**src/design/fbpa_pkg.sv**
```systemverilog
// shared types, constants and widths of the fixed block pool allocator
// no dependencies; used by every design file
package fbpa_pkg;

  localparam int unsigned ADDR_W         = 32;
  localparam int unsigned SIZE_W         = 13;
  localparam int unsigned CNT_W          = 11;
  localparam int unsigned OFF_W          = CNT_W + SIZE_W - 1;
  localparam int unsigned MAX_BLOCKS_DEF = 1024;
  localparam int unsigned SIZE_LIMIT     = 4096;
  localparam int unsigned SIZE_RESET     = 16;
  localparam int unsigned COUNT_RESET    = 1024;
  localparam int unsigned COUNT_CAP      = (1 << CNT_W) - 1;

  typedef enum logic [1:0] {
    CFG_POOL_BASE   = 2'd0,
    CFG_BLOCK_SIZE  = 2'd1,
    CFG_BLOCK_COUNT = 2'd2
  } cfg_idx_e;

  typedef enum logic [1:0] {
    ACT_ALLOC = 2'd0,
    ACT_FREE  = 2'd1,
    ACT_INIT  = 2'd2
  } action_e;

  typedef enum logic [2:0] {
    ST_OK           = 3'd0,
    ST_EXHAUSTED    = 3'd1,
    ST_NULL         = 3'd2,
    ST_RANGE        = 3'd3,
    ST_MISALIGNED   = 3'd4,
    ST_ALREADY_FREE = 3'd5,
    ST_FULL         = 3'd6
  } status_e;

  typedef enum logic [3:0] {
    S_IDLE,
    S_DECODE,
    S_ALLOC_RD,
    S_ALLOC_ADD,
    S_FREE_MUL,
    S_FREE_CHK,
    S_FREE_DIV,
    S_SCAN_RD,
    S_SCAN_CMP,
    S_PUSH,
    S_RESULT
  } state_e;

  // effective configuration, already clamped
  typedef struct packed {
    logic [ADDR_W-1:0] base;
    logic [SIZE_W-1:0] size;
    logic [CNT_W-1:0]  count;
  } pool_cfg_t;

  typedef struct packed {
    logic             done;
    logic             exact;
    logic [CNT_W-1:0] quotient;
  } div_res_t;

endpackage

```
**src/design/fbpa_div.sv**
```systemverilog
// iterative restoring divider, one quotient bit per cycle
// gives the block index of an offset and whether it is aligned; uses fbpa_pkg
module fbpa_div (
  input  logic                        clk_i,
  input  logic                        rst_ni,
  input  logic                        start_i,
  input  logic [fbpa_pkg::OFF_W-1:0]  dividend_i,
  input  logic [fbpa_pkg::SIZE_W-1:0] divisor_i,
  output fbpa_pkg::div_res_t          res_o
);

  localparam int unsigned Q_W   = fbpa_pkg::CNT_W;
  localparam int unsigned D_W   = fbpa_pkg::SIZE_W + Q_W;
  localparam int unsigned CNT_B = $clog2(Q_W + 1);

  logic [fbpa_pkg::OFF_W-1:0] rem_q, rem_d;
  logic [D_W-1:0]             div_q, div_d;
  logic [Q_W-1:0]             quo_q, quo_d;
  logic [CNT_B-1:0]           cnt_q, cnt_d;
  logic                       busy_q, busy_d;
  logic                       done_q, done_d;
  logic                       fits;

  assign fits = D_W'(rem_q) >= div_q;

  always_comb begin
    rem_d  = rem_q;
    div_d  = div_q;
    quo_d  = quo_q;
    cnt_d  = cnt_q;
    busy_d = busy_q;
    done_d = 1'b0;
    if (start_i) begin
      rem_d  = dividend_i;
      div_d  = {1'b0, divisor_i, (Q_W-1)'(0)};
      quo_d  = '0;
      cnt_d  = CNT_B'(Q_W);
      busy_d = 1'b1;
    end else if (busy_q) begin
      if (fits) begin
        rem_d = rem_q - fbpa_pkg::OFF_W'(div_q);
      end
      quo_d = {quo_q[Q_W-2:0], fits};
      div_d = div_q >> 1;
      cnt_d = cnt_q - CNT_B'(1);
      if (cnt_q == CNT_B'(1)) begin
        busy_d = 1'b0;
        done_d = 1'b1;
      end
    end
  end

  always_ff @(posedge clk_i or negedge rst_ni) begin
    if (!rst_ni) begin
      busy_q <= 1'b0;
      done_q <= 1'b0;
      cnt_q  <= '0;
    end else begin
      busy_q <= busy_d;
      done_q <= done_d;
      cnt_q  <= cnt_d;
    end
  end

  always_ff @(posedge clk_i) begin
    rem_q <= rem_d;
    div_q <= div_d;
    quo_q <= quo_d;
  end

  assign res_o.done     = done_q;
  assign res_o.exact    = (rem_q == '0);
  assign res_o.quotient = quo_q;

endmodule

```
**config.mk**
```make
export PLATFORM = sky130hd
export DESIGN_NAME = fbpa_div
export DESIGN_NICKNAME = d
export VERILOG_FILES = /design/src/design/fbpa_pkg.sv /design/src/design/fbpa_div.sv
export SDC_FILE = /design/constraint.sdc
export NUM_CORES = 1
export LEC_CHECK = 0
export BUFFER_PORTS_ARGS = -buffer_cell sky130_fd_sc_hd__buf_2
export CAP_MARGIN = 40
export CORE_UTILIZATION = 50
export CTS_BUF_LIST = sky130_fd_sc_hd__clkbuf_16
export DETAILED_ROUTE_END_ITERATION = 6
export GPL_TIMING_DRIVEN = 0
export PLACE_DENSITY = 0.68
export SLEW_MARGIN = 20
export SYNTH_ARGS = -nofsm -noshare
export SYNTH_HDL_FRONTEND = slang
export SYNTH_SLANG_ARGS = --single-unit
```
**constraint.sdc**
```tcl
create_clock -name clk_i -period 3.5 [get_ports clk_i]
set_input_delay 0.35 -clock clk_i [delete_from_list [all_inputs] [get_ports clk_i]]
set_output_delay 0.35 -clock clk_i [all_outputs]
set_load 0.02 [all_outputs]
```
==> reports/metrics.cfg <==
[yosys]
synth_largest_area_cell = edfxtp_1
synth_top_area_frac = 0.280
synthesis.nets = 491
synth_area_leaders = edfxtp_1 (28%), dfxtp_1 (11%), ha_1 (8.1%)
synth-edff-count = 36
synth.avg_cell_area_sq_um = 9.07
synth_ff_type = edfxtp_1
synth-seq-cells = 63
async_flop_share = 0.0952
synth_seq_area_share = 0.427
synth_cell_types = 53
yosys_warnings = 0
synthCells = 426
synth_most_common_cell = nand2_1
syn_area_sq_um = 3860
ys_top_cells_by_count = nand2_1 (59), nor2_1 (43), edfxtp_1 (36)

[cts]
numCtsBuffers = 9
holdBufCountCts = 1
cts_tree = built
cts_setup_buffers = 0
h-tree-depth = 3
clock_path_buffers = 2
numClockSinks = 63
clkTransAtPathRegs_ps = 60
clockRootBuffer = clkbuf_16
clock_latency_ps = 330
cts_resized = 0

[layout]
area_growth_pct = 19.7
antenna_cells = 0
seqCellArea_sq_um = 1650
multi_input_comb_area_sq_um = 2030
nNetsFinal = 555
stdcell_count = 594
fin_util = 0.628
layout-drive-gt1-share = 0.160
nFillCells = 629

[global_routing]
antenna_found_initial = 0
grt_use_total = 0.260
grt_pass1_wl_microns = 16500
gr-total-overflow = 0
grt_max_degree = 19
grt_pass1_vias = 3329

[critical_path]
r2r_cells = 8
cp_max_fo = 18
end_kind = register
path_class = register to register
slowest_stage = a311oi_2
arrival_ps = 3030
r2r_slack_ps = 560
required_ps = 3590
cp-start-kind = register
crit-reg2reg-capture = rem_q[16]
crit_chain = ha_1, a21o_1, a211o_1, o2111ai_1, nand3_1, a311oi_2, o21ai_4, buf_16
timing.rr.start = rem_q[4]
max_stage_delay_ps = 490

[status]
status = finished clean

[min_path]
min_to = rem_q[2]
hp-class = input pin to register
hold_start = dividend_i[2]
holdPathStages = 3

[timing]
clock_skew_ps = 5.83
slew_headroom = 0.531
setup_slack_ps = 559
tns_ps = 0
fin_crit_ps = 2940
fin_crit_sh = 0.840
max_freq_mhz = 340
tightest_slew_ps = 685
setup_violations = 0
hold_viol = 0
drv_slew = 0
rsz0062_at_grt = false

[placement]
io_buffers = 51
gp_congestion = 0.916
dp.cells = 577
dp_slack_ps = 648
place_hpwl_microns = 7400

[routing]
drt_first_pass_iters = 5
via_per_inst = 5.73
vias = 3401
drc = 0
ant_nets = 0
wl_per_cell_microns = 16.5
routed_wl_microns = 9780
drt_first_iter_violations = 189

[power]
pwr-share-seq = 0.296
p_switching_uw = 1540
ir_worst_vdd_v = 0.000420
power_frac_comb = 0.450
intPower_uw = 2320
sw_frac_of_total = 0.399
leakage_uw = 0.00208
powerDensity_nw_per_um2 = 833
clockPowerShare = 0.254

[floorplanning]
std_cell_rows = 31
die_h_microns = 89.9
core_sq_um = 7370
io_pins = 52
start_util = 0.524
die_w_microns = 89.9
fp.dieArea_sq_um = 8090

[flow_run]
cap_violations = 0

[worst max path at each step]
stage	to	from	cells after the start
detailed placement	rem_q[8]	rem_q[4]	8
floorplan	rem_q[0]	rem_q[19]	8
global placement	rem_q[10]	div_q[6]	8
global route	rem_q[18]	rem_q[0]	10
CTS	rem_q[16]	rem_q[4]	8
finish	rem_q[16]	rem_q[4]	8
[cell usage in the layout (no fill, tap or decap), types with 5 or more instances in the layout]
cell,count
a21o_1,5
a21oi_1,23
a22o_1,6
buf_2,54
clkbuf_1,10
clkbuf_16,12
dfrtp_1,6
dfxtp_1,21
edfxtp_1,36
ha_1,25
inv_1,34
mux2i_1,23
nand2_1,59
nand3_1,11
nor2_1,43
nor3_1,9
nor4_1,6
o21ai_0,30
o31ai_1,8
xnor2_1,12
xor2_1,5
[worst max-delay path, delay by kind of cell, from the launching register on]
kind,cells,cell delay [ps]
adders and majority gates,1,370
and+or+nand+nor,1,210
buffers and inverters,1,230
AOI/OAI and AO/OA,5,1480
DFF,1,410
[cell families (layout without fill, tap and decap cells)]
family,count (synthesis),in the layout,share of synthesized area
flip-flops,63,63,0.427
AO/OA/AOI/OAI,105,105,0.179
adder cells (fa/ha/maj),26,26,0.0861
multiplexers,24,24,0.0625
AND/OR/NAND/NOR,140,140,0.155
buffers and inverters,51,120,0.0515
XOR/XNOR,17,17,0.0385
[area by class of cell]
cell class | instances | area share
Multi-Input combinational cell | 312 | 0.438
Sequential cell | 63 | 0.357
Clock buffer | 12 | 0.0649
Timing Repair Buffer | 53 | 0.0633
Inverter | 34 | 0.0276
Tap cell | 99 | 0.0268
Buffer | 17 | 0.0154
Clock inverter | 4 | 0.00757
[power by group through the flow]
stage / clock, uW / combinational (uW) / sequential, uW
2_1_floorplan: 0 / 1270 / 1130
3_3_place_gp: 0 / 1620 / 1150
3_5_place_dp: 0 / 1680 / 1150
4_1_cts: 985 / 1700 / 1140
5_1_grt: 1020 / 1930 / 1160
6_report: 978 / 1740 / 1140
[per-layer routing]
metal | vias up | global-route usage | part of all wire
met5 | - | 0 | 0
met3 | 17 | 0.0415 | 0.064
met1 | 1592 | 0.358 | 0.47
met2 | 130 | 0.421 | 0.46
li1 | 1662 | - | -
met4 | 0 | 0.0847 | 0.015
[sequential cells by signal, summed over array words and instances (netlist names)]
signal,flops
busy_q,1
cnt_q,4
div_q,23
done_q,1
quo_q,11
rem_q,23
[per-stage QoR]
stage | area, sq um | power, uW | hold slack, ps
3_3_place_gp | 4240 | 2780 | 180
3_5_place_dp | 4280 | 2840 | 181
4_1_cts | 4630 | 3830 | 290
2_1_floorplan | 3860 | 2390 | 54.4
5_1_grt | 4630 | 4110 | 287
6_report | 4630 | 3850 | 291
Note: power is estimated with default switching activity, not from simulation.
