**src/design/fbpa_pkg.sv**
```systemverilog
// shared types, constants and widths of the fixed block pool allocator
// no dependencies; used by every design file
package fbpa_pkg;

  localparam int unsigned ADDR_W         = 32;
  localparam int unsigned SIZE_W         = 13;
  localparam int unsigned CNT_W          = 11;
  localparam int unsigned OFF_W          = CNT_W + SIZE_W - 1;
  localparam int unsigned MAX_BLOCKS_DEF = 1024;
  localparam int unsigned SIZE_LIMIT     = 4096;
  localparam int unsigned SIZE_RESET     = 16;
  localparam int unsigned COUNT_RESET    = 1024;
  localparam int unsigned COUNT_CAP      = (1 << CNT_W) - 1;

  typedef enum logic [1:0] {
    CFG_POOL_BASE   = 2'd0,
    CFG_BLOCK_SIZE  = 2'd1,
    CFG_BLOCK_COUNT = 2'd2
  } cfg_idx_e;

  typedef enum logic [1:0] {
    ACT_ALLOC = 2'd0,
    ACT_FREE  = 2'd1,
    ACT_INIT  = 2'd2
  } action_e;

  typedef enum logic [2:0] {
    ST_OK           = 3'd0,
    ST_EXHAUSTED    = 3'd1,
    ST_NULL         = 3'd2,
    ST_RANGE        = 3'd3,
    ST_MISALIGNED   = 3'd4,
    ST_ALREADY_FREE = 3'd5,
    ST_FULL         = 3'd6
  } status_e;

  typedef enum logic [3:0] {
    S_IDLE,
    S_DECODE,
    S_ALLOC_RD,
    S_ALLOC_ADD,
    S_FREE_MUL,
    S_FREE_CHK,
    S_FREE_DIV,
    S_SCAN_RD,
    S_SCAN_CMP,
    S_PUSH,
    S_RESULT
  } state_e;

  // effective configuration, already clamped
  typedef struct packed {
    logic [ADDR_W-1:0] base;
    logic [SIZE_W-1:0] size;
    logic [CNT_W-1:0]  count;
  } pool_cfg_t;

  typedef struct packed {
    logic             done;
    logic             exact;
    logic [CNT_W-1:0] quotient;
  } div_res_t;

endpackage

```
**src/design/fbpa_ctrl.sv**
```systemverilog
// sequencer of the allocator: alloc, free checks, duplicate scan, init
// drives the stack memory and the divider; holds the output register; uses fbpa_pkg
module fbpa_ctrl #(
  parameter int unsigned MAX_BLOCKS = fbpa_pkg::MAX_BLOCKS_DEF,
  localparam int unsigned IDX_W = (MAX_BLOCKS > 1) ? $clog2(MAX_BLOCKS) : 1
) (
  input  logic                        clk_i,
  input  logic                        rst_ni,
  input  fbpa_pkg::pool_cfg_t         cfg_i,
  input  logic                        in_valid_i,
  output logic                        in_ready_o,
  input  logic [1:0]                  in_action_i,
  input  logic [fbpa_pkg::ADDR_W-1:0] in_addr_i,
  output logic                        out_valid_o,
  input  logic                        out_ready_i,
  output logic [2:0]                  out_status_o,
  output logic [fbpa_pkg::ADDR_W-1:0] out_granted_o,
  output logic [fbpa_pkg::CNT_W-1:0]  out_free_o,
  output logic                        rd_en_o,
  output logic [IDX_W-1:0]            rd_addr_o,
  input  logic [IDX_W-1:0]            rd_data_i,
  output logic                        wr_en_o,
  output logic [IDX_W-1:0]            wr_addr_o,
  output logic [IDX_W-1:0]            wr_data_o,
  output logic [fbpa_pkg::CNT_W-1:0]  low_mark_o,
  output logic                        div_start_o,
  output logic [fbpa_pkg::OFF_W-1:0]  div_dividend_o,
  input  fbpa_pkg::div_res_t          div_res_i
);

  localparam int unsigned CNT_W   = fbpa_pkg::CNT_W;
  localparam int unsigned ADDR_W  = fbpa_pkg::ADDR_W;
  localparam int unsigned MUL_A_W = (IDX_W > CNT_W) ? IDX_W : CNT_W;
  localparam int unsigned PROD_W  = MUL_A_W + fbpa_pkg::SIZE_W;
  localparam int unsigned CMP_W   = (IDX_W > CNT_W) ? IDX_W : CNT_W;
  localparam int unsigned FC_RST  =
    (MAX_BLOCKS < fbpa_pkg::COUNT_RESET) ? MAX_BLOCKS : fbpa_pkg::COUNT_RESET;

  fbpa_pkg::state_e  state_q, state_d;
  fbpa_pkg::status_e status_q, status_d;
  logic [1:0]        act_q, act_d;
  logic [ADDR_W-1:0] addr_q, addr_d;
  logic [ADDR_W-1:0] grant_q, grant_d;
  logic [PROD_W-1:0] prod_q, prod_d;
  logic [CNT_W-1:0]  fc_q, fc_d;
  logic [CNT_W-1:0]  low_q, low_d;
  logic [CNT_W-1:0]  index_q, index_d;
  logic [CNT_W-1:0]  ptr_q, ptr_d;
  logic              out_valid_q, out_valid_d;
  logic [2:0]        out_status_q;
  logic [ADDR_W-1:0] out_grant_q;
  logic [CNT_W-1:0]  out_free_q;
  logic              out_load;
  logic [MUL_A_W-1:0] mul_a;
  logic [ADDR_W:0]   pool_end;
  logic [CNT_W-1:0]  top;
  logic [CNT_W-1:0]  ptr_next;

  assign top      = fc_q - CNT_W'(1);
  assign ptr_next = ptr_q + CNT_W'(1);
  assign pool_end = {1'b0, cfg_i.base} + (ADDR_W + 1)'(prod_q);

  always_comb begin
    state_d        = state_q;
    status_d       = status_q;
    act_d          = act_q;
    addr_d         = addr_q;
    grant_d        = grant_q;
    prod_d         = prod_q;
    fc_d           = fc_q;
    low_d          = low_q;
    index_d        = index_q;
    ptr_d          = ptr_q;
    out_load       = 1'b0;
    in_ready_o     = 1'b0;
    rd_en_o        = 1'b0;
    rd_addr_o      = IDX_W'(top);
    wr_en_o        = 1'b0;
    wr_addr_o      = IDX_W'(fc_q);
    wr_data_o      = IDX_W'(index_q);
    div_start_o    = 1'b0;
    div_dividend_o = fbpa_pkg::OFF_W'(addr_q - cfg_i.base);
    mul_a          = MUL_A_W'(cfg_i.count);

    case (state_q)
      fbpa_pkg::S_IDLE: begin
        in_ready_o = 1'b1;
        if (in_valid_i) begin
          act_d    = in_action_i;
          addr_d   = in_addr_i;
          grant_d  = '0;
          status_d = fbpa_pkg::ST_OK;
          state_d  = fbpa_pkg::S_DECODE;
        end
      end
      fbpa_pkg::S_DECODE: begin
        case (fbpa_pkg::action_e'(act_q))
          fbpa_pkg::ACT_ALLOC: begin
            if (fc_q == '0) begin
              status_d = fbpa_pkg::ST_EXHAUSTED;
              state_d  = fbpa_pkg::S_RESULT;
            end else begin
              rd_en_o = 1'b1;
              state_d = fbpa_pkg::S_ALLOC_RD;
            end
          end
          fbpa_pkg::ACT_FREE: state_d = fbpa_pkg::S_FREE_MUL;
          fbpa_pkg::ACT_INIT: begin
            fc_d    = cfg_i.count;
            low_d   = cfg_i.count;
            state_d = fbpa_pkg::S_RESULT;
          end
          default: state_d = fbpa_pkg::S_RESULT;
        endcase
      end
      fbpa_pkg::S_ALLOC_RD: begin
        mul_a   = MUL_A_W'(rd_data_i);
        prod_d  = PROD_W'(mul_a) * PROD_W'(cfg_i.size);
        state_d = fbpa_pkg::S_ALLOC_ADD;
      end
      fbpa_pkg::S_ALLOC_ADD: begin
        grant_d = cfg_i.base + ADDR_W'(prod_q);
        fc_d    = top;
        if (top < low_q) begin
          low_d = top;
        end
        state_d = fbpa_pkg::S_RESULT;
      end
      fbpa_pkg::S_FREE_MUL: begin
        prod_d  = PROD_W'(mul_a) * PROD_W'(cfg_i.size);
        state_d = fbpa_pkg::S_FREE_CHK;
      end
      fbpa_pkg::S_FREE_CHK: begin
        if (addr_q == '0) begin
          status_d = fbpa_pkg::ST_NULL;
          state_d  = fbpa_pkg::S_RESULT;
        end else if (addr_q < cfg_i.base || {1'b0, addr_q} >= pool_end) begin
          status_d = fbpa_pkg::ST_RANGE;
          state_d  = fbpa_pkg::S_RESULT;
        end else begin
          div_start_o = 1'b1;
          state_d     = fbpa_pkg::S_FREE_DIV;
        end
      end
      fbpa_pkg::S_FREE_DIV: begin
        if (div_res_i.done) begin
          index_d = div_res_i.quotient;
          ptr_d   = '0;
          if (!div_res_i.exact) begin
            status_d = fbpa_pkg::ST_MISALIGNED;
            state_d  = fbpa_pkg::S_RESULT;
          end else if (fc_q == '0) begin
            state_d = fbpa_pkg::S_PUSH;
          end else begin
            state_d = fbpa_pkg::S_SCAN_RD;
          end
        end
      end
      fbpa_pkg::S_SCAN_RD: begin
        rd_en_o   = 1'b1;
        rd_addr_o = IDX_W'(ptr_q);
        state_d   = fbpa_pkg::S_SCAN_CMP;
      end
      fbpa_pkg::S_SCAN_CMP: begin
        if (CMP_W'(rd_data_i) == CMP_W'(index_q)) begin
          status_d = fbpa_pkg::ST_ALREADY_FREE;
          state_d  = fbpa_pkg::S_RESULT;
        end else begin
          ptr_d   = ptr_next;
          state_d = (ptr_next == fc_q) ? fbpa_pkg::S_PUSH : fbpa_pkg::S_SCAN_RD;
        end
      end
      fbpa_pkg::S_PUSH: begin
        if (fc_q >= cfg_i.count) begin
          status_d = fbpa_pkg::ST_FULL;
        end else begin
          wr_en_o = 1'b1;
          fc_d    = fc_q + CNT_W'(1);
        end
        state_d = fbpa_pkg::S_RESULT;
      end
      fbpa_pkg::S_RESULT: begin
        if (!out_valid_q || out_ready_i) begin
          out_load = 1'b1;
          state_d  = fbpa_pkg::S_IDLE;
        end
      end
      default: state_d = fbpa_pkg::S_IDLE;
    endcase

    out_valid_d = out_valid_q;
    if (out_load) begin
      out_valid_d = 1'b1;
    end else if (out_ready_i) begin
      out_valid_d = 1'b0;
    end
  end

  always_ff @(posedge clk_i or negedge rst_ni) begin
    if (!rst_ni) begin
      state_q     <= fbpa_pkg::S_IDLE;
      fc_q        <= CNT_W'(FC_RST);
      low_q       <= CNT_W'(FC_RST);
      out_valid_q <= 1'b0;
    end else begin
      state_q     <= state_d;
      fc_q        <= fc_d;
      low_q       <= low_d;
      out_valid_q <= out_valid_d;
    end
  end

  always_ff @(posedge clk_i) begin
    status_q <= status_d;
    act_q    <= act_d;
    addr_q   <= addr_d;
    grant_q  <= grant_d;
    prod_q   <= prod_d;
    index_q  <= index_d;
    ptr_q    <= ptr_d;
    if (out_load) begin
      out_status_q <= status_q;
      out_grant_q  <= grant_q;
      out_free_q   <= fc_q;
    end
  end

  assign out_valid_o   = out_valid_q;
  assign out_status_o  = out_status_q;
  assign out_granted_o = out_grant_q;
  assign out_free_o    = out_free_q;
  assign low_mark_o    = low_q;

endmodule

```
**config.mk**
```make
export PLATFORM = sky130hd
export DESIGN_NAME = fbpa_ctrl
export DESIGN_NICKNAME = d
export VERILOG_FILES = /design/src/design/fbpa_pkg.sv /design/src/design/fbpa_ctrl.sv
export SDC_FILE = /design/constraint.sdc
export NUM_CORES = 1
export LEC_CHECK = 0
export ABC_AREA = 1
export BUFFER_PORTS_ARGS = -buffer_cell sky130_fd_sc_hd__buf_2
export CORE_UTILIZATION = 60
export CTS_CLUSTER_SIZE = 40
export DETAILED_ROUTE_END_ITERATION = 8
export PLACE_DENSITY = 0.83
export SYNTH_ARGS = -nofsm -noshare
export SYNTH_HDL_FRONTEND = slang
export SYNTH_SLANG_ARGS = --single-unit
```
**constraint.sdc**
```tcl
create_clock -name clk_i -period 6.8 [get_ports clk_i]
set_input_delay 0 -clock clk_i [delete_from_list [all_inputs] [get_ports clk_i]]
set_output_delay 0 -clock clk_i [all_outputs]
set_load 0.01 [all_outputs]
```
==> flow_summary.toml <==
[outcome]
status = "finished, violations left"
failed_checks = "DRC"

[drt]
firstDrtPassIters = 7
vias = 18607
wirelength_um = 63200
route.detailed.drc = 2
wl_per_cell_um = 19.6
postRouteAntennaNets = 0
initialDrtViolationCount = 1891
vias_per_cell = 5.77

[sta]
slew_violations = 0
layout_min_cycle_time_ns = 5.42
setup_ws_ns = 1.38
slew_headroom_pct = 23.5
final.setup_skew_ns = 0.0130
fmax_ghz = 0.185
period_share_pct = 79.7
tns_ns = 0
tightest_slew_ns = 1.14
setup_viol = 0
finalHoldViolCount = 0
rsz0062_at_grt = "false"

[global_route]
top_usage_layer = "met2"
grt-ovfl-total = 0
antenna_found_initial = 2
grt_pass1_wl_um = 98500
grt_pass1_vias = 18626
grt_max_degree = 41
met2_usage_pct = 59.5
global_route.usage.met1_pct = 47.7
grtUsageTotal_pct = 36.0
use_met3_pct = 5.04

[run]
drv_cap = 0

[critical_path]
crit_arrival_ns = 5.59
end_kind = "flop"
start_kind = "input port"
cp_max_fo = 21
required_ns = 6.98
criticalPathCategory = "input port to flop"

[placement]
io_buffers = 231
gp_congestion = 0.988
pre_cts_ws_ns = 0.968
dpl.hpwl_um = 50500
placed_area_mm2 = 0.0224

[yosys]
syn_avg_cell_area_um2 = 8.31
synthTopCellsByArea = "edfxtp_1, fa_1, ha_1, nand2_1, inv_1"
synth_area_leader_cell = "edfxtp_1"
synth_top_area_share_pct = 23.0
synth_edf_count = 161
yosysSeqAreaShare_pct = 26.3
syn_inst = 2527
synth-main-ff-cell = "edfxtp_1"
ys_types = 61
async_flop_share_pct = 14.4
synth_area_mm2 = 0.0210
synthTopCellsByCount = "nand2_1, inv_1, ha_1"
yosys_warnings = 0
synth_nets = 3063
yosys.cell_count.top_type = "nand2_1"
synth-seq-cells = 188

[cts]
cts_buffer_depth = 2
path_clk_slew_ns = 0.07
cts_buffers = 17
cts_resized = 0
insertion_delay_ns = 0.46
tritoncts = "yes"
cts_sinks = 188
h-tree-depth = 4
root_buffer = "clkbuf_16"

[final_layout]
final_nets = 3291
final_design_area_no_fill_mm2 = 0.0236
area_growth_pct = 12.2
utilization_pct = 68.4
drive_gt1_share_pct = 12.1

[power]
power_density_mw_per_mm2 = 428
ir_drop_v = 0.000487
leakage_nw = 12.3
fin_total_pwr_w = 0.0101

[die]
die_area_mm2 = 0.0357
core_region_area_mm2 = 0.0345
ioPinCount = 232
start_util_pct = 60.9
die_y_um = 189
rows = 68
die_x_um = 189

[worst_hold_path]
min_path_type = "input port to flop"
[power breakdown]
part / total [W] / internal (W) / switching (W) / leakage (nW)
Combinational: 0.00697 / 0.00243 / 0.00454 / 10.2
Clock: 0.00107 / 0.000590 / 0.000483 / 0.294
Sequential: 0.00205 / 0.00178 / 0.000267 / 1.83
Total: 0.0101 / 0.00481 / 0.00529 / 12.3
[routing by layer]
layer	vias to the layer above	share of wire, %
met5	-	0.021
met4	2	3.7
met3	177	9.0
met2	1056	47
met1	8878	40
li1	8494	-
[flip-flops by register name (all words and copies together), names as in the netlist]
signal	cells
addr_q	32
grant_q	32
out_granted_o	32
prod_q	24
fc_q	11
index_q	11
low_mark_o	11
out_free_o	11
ptr_q	11
state_q	4
out_status_o	3
status_q	3
act_q	2
out_valid_o	1
[through the flow]
step	std cells	hold WS, ns
5_1_grt	3223	0.0716
4_1_cts	3223	0.00840
6_report	3224	0.0240
2_1_floorplan	2527	-0.296
3_3_place_gp	3136	0.0623
3_5_place_dp	3136	0.0697
[final timing paths]
check	from	to	slack [ns]	cells past startpoint
setup / recovery	cfg_i[14]	prod_q[20]$_DFFE_PP_	1.38	17
hold / removal	cfg_i[49]	grant_q[25]$_SDFFCE_PN0P_	0.02	4
setup reg to reg	prod_q[0]$_DFFE_PP_	status_q[2]$_DFFE_PP_	2.73	22
hold reg to reg	grant_q[6]$_SDFFCE_PN0P_	out_granted_o[6]$_DFFE_PP_	0.41	0
max in group asynchronous	rst_ni	low_mark_o[0]$_DFFE_PN0P_	6.25	2
min in group asynchronous	rst_ni	fc_q[2]$_DFFE_PN0P_	0.12	2
[cells in the final DEF (no fill, tap or decap), drive strengths merged, types with 12 or more instances in the layout]
cell | synthesis | routed
nand2 | 597 | 597
nor4 | 14 | 14
inv | 508 | 514
nand3 | 66 | 66
ha | 233 | 233
clkbuf | 59 | 19
edfxtp | 161 | 161
a21oi | 139 | 139
o211ai | 12 | 12
nor2 | 149 | 149
o21ai | 138 | 138
nor3 | 18 | 18
dfrtp | 25 | 25
xnor2 | 29 | 29
xor2 | 63 | 63
buf | 25 | 238
dlygate4sd3 | 0 | 55
nand4 | 20 | 20
fa | 186 | 186
[repair_timing]
| action | in CTS | in global routing |
|---|---|---|
| hold endpoints to repair | 82 | 0 |
| hold buffers | 55 | 0 |
| endpoints found under the setup margin | 0 | 0 |
| setup buffers | 0 | 0 |
[cells by family (layout without fill, tap and decap cells)]
kind of cell	after synthesis	count (layout)	synth area share, %
AO/OA/AOI/OAI	352	352	9.76
XOR/XNOR	94	94	4.05
adder cells (fa/ha/maj)	419	419	31.6
buffers and inverters	594	835	11.0
flip-flops	188	188	26.3
other	0	1	0
AND/OR/NAND/NOR	880	880	17.3
[final cells by class]
type / count / area, um^2
antenna: 1 / 2.50
clock buffer: 19 / 433
clock inverter: 13 / 180
fill: 2750 / 10900
inverter: 510 / 1910
multi-input combinational: 1745 / 13200
sequential: 188 / 5510
tap: 455 / 569
timing repair buffer: 293 / 1760
[critical path: stages]
cell      delay [ns]
buf_2           0.42
nand2_1         0.17
fa_1            0.55
inv_1           0.06
fa_1            0.50
fa_1            0.54
inv_1           0.06
fa_1            0.50
fa_1            0.54
inv_1           0.04
ha_1            0.39
a21oi_1         0.25
o21ai_0         0.17
a221oi_1        0.39
nand3_1         0.22
o21ai_0         0.67
nand2_1         0.11
Power figures use the tool's default switching activity.
